## src/rtl/pmsd_pkg.sv

```systemverilog
// Shared types, constants and codes for the passive matrix surround decoder.
`default_nettype none
package pmsd_pkg;

    localparam int TAPS_DEF        = 32;
    localparam int DELAY_DEPTH_DEF = 65536;
    localparam int SAMPLE_BITS_DEF = 24;
    localparam int COEF_BITS_DEF   = 18;

    localparam int MIX_FRAC = 17;
    localparam int K_FRONT  = 92668;
    localparam int K_BIG    = 77044;
    localparam int K_SMALL  = 51485;

    localparam int DELAY_W      = 16;
    localparam int COEF_INDEX_W = 5;
    localparam logic [DELAY_W-1:0] DELAY_RESET = 16'd960;

    localparam logic ACTION_PROCESS = 1'b0;
    localparam logic ACTION_COEF    = 1'b1;

    localparam logic REG_DELAY_IDX = 1'b0;

    typedef enum logic [2:0] {
        S_CLEAR,
        S_IDLE,
        S_MAC,
        S_DRAIN,
        S_FIN,
        S_WRITE,
        S_READ,
        S_OUT
    } state_t;

    typedef enum logic [2:0] {
        PH_FIR_L,
        PH_FIR_R,
        PH_FRONT_L,
        PH_FRONT_R,
        PH_MIX_L,
        PH_MIX_R
    } phase_t;

    typedef struct packed {
        logic issue;
        logic neg;
        logic clr;
        logic fir_round;
    } mac_ctrl_t;

endpackage
`default_nettype wire

```

## src/rtl/pmsd_mac.sv

```systemverilog
// Shared multiply-accumulate unit with round-half-up and saturation.
`default_nettype none
module pmsd_mac import pmsd_pkg::*; #(
    parameter int TAPS        = TAPS_DEF,
    parameter int SAMPLE_BITS = SAMPLE_BITS_DEF,
    parameter int COEF_BITS   = COEF_BITS_DEF
) (
    input  wire logic                                                  clk,
    input  wire logic                                                  rst_n,
    input  wire mac_ctrl_t                                             ctrl,
    input  wire logic signed [SAMPLE_BITS-1:0]                         a,
    input  wire logic signed [((COEF_BITS > 18) ? COEF_BITS : 18)-1:0] b,
    output logic signed [SAMPLE_BITS-1:0]                              result
);
    localparam int B_W   = (COEF_BITS > 18) ? COEF_BITS : 18;
    localparam int P_W   = SAMPLE_BITS + B_W;
    localparam int ACC_W = P_W + $clog2(TAPS) + 2;

    localparam logic signed [ACC_W-1:0] HALF_FIR = ACC_W'(1) << (COEF_BITS - 2);
    localparam logic signed [ACC_W-1:0] HALF_MIX = ACC_W'(1) << (MIX_FRAC - 1);
    localparam logic signed [ACC_W-1:0] SAT_HI   = (ACC_W'(1) << (SAMPLE_BITS - 1)) - 1;
    localparam logic signed [ACC_W-1:0] SAT_LO   = -SAT_HI - 1;

    logic signed [P_W-1:0]   prod_reg;
    logic                    pv_reg;
    logic                    neg_reg;
    logic signed [ACC_W-1:0] acc_reg;
    logic signed [ACC_W-1:0] prod_ext;
    logic signed [ACC_W-1:0] rounded;

    always_ff @(posedge clk)
    begin
        prod_reg <= a * b;
    end

    always_ff @(posedge clk or negedge rst_n)
    begin
        if (!rst_n)
        begin
            pv_reg  <= 1'b0;
            neg_reg <= 1'b0;
            acc_reg <= '0;
        end
        else
        begin
            pv_reg  <= ctrl.issue;
            neg_reg <= ctrl.neg;
            if (ctrl.clr)
            begin
                acc_reg <= '0;
            end
            else if (pv_reg)
            begin
                acc_reg <= neg_reg ? (acc_reg - prod_ext) : (acc_reg + prod_ext);
            end
        end
    end

    always_comb
    begin
        prod_ext = ACC_W'(prod_reg);
        if (ctrl.fir_round)
        begin
            rounded = (acc_reg + HALF_FIR) >>> (COEF_BITS - 1);
        end
        else
        begin
            rounded = (acc_reg + HALF_MIX) >>> MIX_FRAC;
        end
        if (rounded > SAT_HI)
        begin
            result = SAT_HI[SAMPLE_BITS-1:0];
        end
        else if (rounded < SAT_LO)
        begin
            result = SAT_LO[SAMPLE_BITS-1:0];
        end
        else
        begin
            result = rounded[SAMPLE_BITS-1:0];
        end
    end
endmodule
`default_nettype wire

```

## config.mk

```make
export PLATFORM = sky130hd
export DESIGN_NAME = pmsd_mac
export DESIGN_NICKNAME = d
export VERILOG_FILES = /design/src/rtl/pmsd_pkg.sv /design/src/rtl/pmsd_mac.sv
export SDC_FILE = /design/constraint.sdc
export NUM_CORES = 2
export LEC_CHECK = 0
export BUFFER_PORTS_ARGS = -buffer_cell sky130_fd_sc_hd__buf_2
export CAP_MARGIN = 20
export CORE_MARGIN = 2
export CORE_UTILIZATION = 60
export DETAILED_ROUTE_END_ITERATION = 10
export MAX_ROUTING_LAYER = met4
export PLACE_DENSITY = 0.8
export SLEW_MARGIN = 5
export SYNTH_ARGS = -nofsm -noshare
export SYNTH_HDL_FRONTEND = slang
export SYNTH_SLANG_ARGS = --single-unit
```

## constraint.sdc

```tcl
create_clock -name clk -period 3.9 [get_ports clk]
set_input_delay 0.78 -clock clk [delete_from_list [all_inputs] [get_ports clk]]
set_output_delay 0.78 -clock clk [all_outputs]
set_load 0.05 [all_outputs]
```

After elaboration in Yosys (flattened, before gate mapping)
Cells that the tools add are included.
{"block": "word_totals", "output_inout_bits": 24, "elab_cells": 16, "input_bits": 48, "ff_bits": 93}
{"block": "op_classes", "n_addsub": 3, "multipliers": 1, "magnitude_cmp": 2, "n_reduce_logical": 1, "mux": 5}
{"op": "two-way mux 49 bit", "n": 3}
{"op": "adder 49 x 18 -> 49 bit, second input constant", "n": 1}
{"op": "adder 49 x 42 -> 49 bit", "n": 1}
{"op": "subtractor 49 x 42 -> 49 bit", "n": 1}
{"op": "two-way mux 24 bit", "n": 2}
{"op": "multiplier 24 x 18 -> 42 bit", "n": 1}
{"op": "greater-than comparator 32 x 24 -> 1 bit, second input constant", "n": 1}
{"op": "< comparator 32 x 24 -> 1 bit, second input constant", "n": 1}
{"op": "nonzero test 2 bit", "n": 1}

Logic depth before layout (Yosys ltp)
{"block": "logic_depth", "word_depth": 4, "depth_mapped": 27, "depth_no_buf": 25}

Worst setup path after synthesis
No wires, ideal clock.
{"block": "synth_path", "path_type": "input port to flip-flop", "from": "input port a[9]", "to": "register prod_reg[40]", "path_slack_ns": -2.867, "setup_ns": 0.072, "required_time_ns": 3.828, "n_path_buf": 2, "cell_stages": 25, "arrival_ns": 6.696, "path_cell_list": "clkbuf_1 clkbuf_1 nand2_1 fa_1 inv_1 fa_1 inv_1 fa_1 inv_1 fa_1 fa_1 inv_1 fa_1 inv_1 ha_1 nand2_1 nor4_1 a21oi_1 o21ai_1 nand3_1 o41ai_1 nand4_1 nand3_1 o41a_1 xor2_1"}
{"block": "synth_between", "elab_chain_cells": 1}
{"element": "from (decl)", "line_no": "pmsd_mac.sv:11", "text": "input wire logic signed [SAMPLE_BITS-1:0] a,"}
{"element": "multiplier 24 x 18 -> 42 bit", "line_no": "pmsd_mac.sv:33", "text": "prod_reg <= a * b;"}
{"element": "to (signal assigned)", "line_no": "pmsd_mac.sv:33"}
{"element": "to (decl)", "line_no": "pmsd_mac.sv:24", "text": "logic signed [P_W-1:0] prod_reg;"}
Every way passes these cells.
A chain may end at the register's enable or synchronous reset.

Worst setup path in the final report
{"block": "layout_path", "from": "input port b[9] (netlist name)", "to": "register prod_reg[41]"}
{"block": "layout_between", "elab_chain_cells": 1}
{"element": "from (decl)", "line_no": "pmsd_mac.sv:12", "text": "input wire logic signed [((COEF_BITS > 18) ? COEF_BITS : 18)-1:0] b,"}
{"element": "multiplier 24 x 18 -> 42 bit", "line_no": "pmsd_mac.sv:33"}
Every way passes these cells.

==> metrics.csv <==
stage,metric,value,unit
timing,setup_viol,55,
timing,period_share,1.69,
place,routabilityCongestion,0.956,
place,placed_area,26600,um^2
cts,cts_buffers,9,
outcome,violations,setup timing,
timing,tns,-70.87,ns
timing,relSlewSlack,0.428,
timing,tightest_slew,0.857,ns
floorplanning,fp-row-count,70,
logic_synthesis,synthTopCellsByArea,"fa_1, inv_1, ha_1",
critical_path,startpoint_type,primary input,
logic_synthesis,netlist_instances,2601,
logic_synthesis,synthMuxAreaShare,0.0180,
timing,rsz0062_at_grt,true,
logic_synthesis,yosys_warnings,0,
finish,final_area,30000,um^2
finish,antenna_cells,0,
global_routing,grt_max_degree,37,
critical_path,worstSetupEndpointType,flop,
logic_synthesis,syn_area_per_cell,8.63,um^2
routing,routed-via-count,21000,
floorplanning,fp.dieW,197,um
cts,holdBufCountCts,0,
routing,wl_per_cell,22.0,um
critical_path,worstSetupPathType,primary input to flop,
critical_path,crit_arrival,6.86,ns
worst_hold_path,hp-class,primary input to flop,
global_routing,antenna_found_initial,0,
routing,dr.pass1.iters,6,
routing,drcViolationCount,0,
logic_synthesis,synth_top_cell_by_area,fa_1,
cts,clkLatencyLatePin,0.36,ns
place,hpwlAfterDp,49400,um
timing,period_minus_slack,6.57,ns
global_routing,grt_pass1_wl,107000,um
cts,clk_pin_slew_worst_paths,0.07,ns
cts,htree_levels,3,
logic_synthesis,synth_edf_count,0,
logic_synthesis,synth-adder-area-share,0.466,
routing,wl,77700,um
routing,avgViaCountPerCell,5.95,
logic_synthesis,synth-simple-area-share,0.163,
global_routing,grt_overflow,0,
finish,largest_reg_flops,49,
timing,setup_slack,-2.67,ns
floorplanning,start_util,0.612,
logic_synthesis,synth-seq-cells,93,
flow_run,drv_cap,0,
finish,finish.utilization,0.818,
routing,ant_nets,0,
critical_path,worstPathMaxFanout,7,
finish,syn2layout_area_growth,33.8,%
floorplanning,die_area,39000,um^2
cts,cts_sinks,93,
logic_synthesis,synth-xor-area-share,0.0585,
routing,drtIter0Drc,1785,
cts,cts_tree,done,
logic_synthesis,synth_top_area_share,0.380,
logic_synthesis,netlist_area,22400,um^2
logic_synthesis,yosys-top-cells-count,"inv_1, fa_1, nand2_1",
logic_synthesis,synth_cell_types,73,
timing,drv_slew,0,
cts,clockRootBuffer,clkbuf_16,
timing,skew,0.0100,ns
timing,fmax,0.152,GHz
finish,nets,3691,
finish,drive_gt1_frac,0.335,
logic_synthesis,ys.flop_type,dfrtp_1,
floorplanning,num_io_pins,72,
floorplanning,die_h,197,um
logic_synthesis,synth_most_common_cell,inv_1,
floorplanning,core_area,36700,um^2
logic_synthesis,seq_area_frac_synth,0.0943,
outcome,status,finished with violations,
global_routing,grt_pass1_vias,21400,
logic_synthesis,synth_fp_nets,3230,
logic_synthesis,synth_top_family_by_area,adder cells,
timing,final_hold_viol_count,0,
logic_synthesis,synth_compound_area_frac,0.0919,
cts,clk_path_buf_depth,2,
place,portBuffers,70,
global_routing,grt.total_usage,0.360,
logic_synthesis,synthArstFlopShare,0.548,
critical_path,required,4.19,ns
layout by cell type, fill, tap and decap left out, types with 14 or more instances in the layout:
| cell type | count |
|---|---|
| a21oi_2 | 45 |
| inv_2 | 65 |
| ha_4 | 35 |
| dfxtp_1 | 39 |
| ha_1 | 114 |
| and2_1 | 125 |
| and2_4 | 32 |
| o21ai_2 | 27 |
| xnor2_2 | 14 |
| nor3_1 | 19 |
| xnor2_1 | 89 |
| nand4_1 | 17 |
| inv_1 | 465 |
| nand2_4 | 15 |
| mux2i_1 | 38 |
| nor2_2 | 16 |
| buf_12 | 26 |
| nand2b_1 | 24 |
| buf_6 | 80 |
| dfrtp_1 | 44 |
| fa_2 | 35 |
| o21ai_0 | 16 |
| nor2_1 | 114 |
| o21ai_1 | 25 |
| xor2_1 | 45 |
| a21oi_1 | 55 |
| nand3_1 | 26 |
| fa_1 | 391 |
| nand2_2 | 48 |
| buf_4 | 420 |
| a21o_1 | 45 |
| nand2_1 | 258 |
critical path, cell delays in order:
cell and delay, ns:
buf_4 0.13, buf_12 0.14, nand2_1 0.09, fa_1 0.51
inv_1 0.06, fa_1 0.50, inv_2 0.05, fa_1 0.69
inv_2 0.11, fa_2 0.44, fa_1 0.56, inv_2 0.05
fa_1 0.52, inv_2 0.06, ha_4 0.22, a21o_1 0.17
a21o_1 0.16, a21o_1 0.21, a311oi_2 0.38, o21ai_2 0.16
a21oi_2 0.22, a21oi_2 0.10, nand4_1 0.11, nand4b_1 0.12
a21oi_2 0.18, xnor2_1 0.13
layout make-up:
type | count | area (um^2)
Multi-Input combinational cell | 1866 | 19900
Fill cell | 1967 | 6670
Timing Repair Buffer | 561 | 5110
Sequential cell | 93 | 2130
Inverter | 531 | 2000
Tap cell | 468 | 586
Clock buffer | 10 | 250
Clock inverter | 6 | 65.1
per-stage QoR:
stage	hold slack, ns	std cells	setup WS [ns]
after floorplan	0.484	2601	-2.27
after CTS	0.518	3490	-2.12
final	0.524	3535	-2.67
after detailed placement	0.524	3409	-2.88
after global routing	0.513	3535	-2.71
after global placement	0.511	3409	-2.69
cell families after synthesis:
group,Yosys count
compound gates,325
xor+xnor,150
fa+ha+maj,581
buf+inv,642
flops,93
mux,40
simple gates,770
final timing paths:
| check | start | endpoint | slack (ns) | cells past startpoint |
|---|---|---|---|---|
| worst max register to register | prod_reg[9] | acc_reg[48] | -0.42 | 19 |
| worst max-delay path | b[9] | prod_reg[41] | -2.67 | 26 |
| min in group asynchronous | rst_n | acc_reg[14] | 0.54 | 1 |
| max in group asynchronous | rst_n | pv_reg | 2.59 | 2 |
| worst min register to register | acc_reg[3] | acc_reg[3] | 0.53 | 2 |
| worst min-delay path | ctrl[3] | pv_reg | 0.52 | 1 |
repair_timing:
| item | in CTS | in global routing |
|---|---|---|
| setup endpoints to repair | 79 | 84 |
| gates resized for setup | 391 | 207 |
| hold endpoints to repair | 0 | 0 |
| setup buffers | 64 | 53 |
| gates cloned | 5 | 3 |
| pin swaps | 235 | 174 |
routing by layer:
metal	global-route usage	up-vias	routed length (um)
met2	0.594	1416	36500
met5	-	-	0
met1	0.438	10100	27000
met4	0.167	0	6490
met3	0.0563	587	7740
li1	-	8917	-
Power is left out: the tool's default activity adds up to more than one toggle a clock period on the data nets, which glitch-free logic cannot reach.
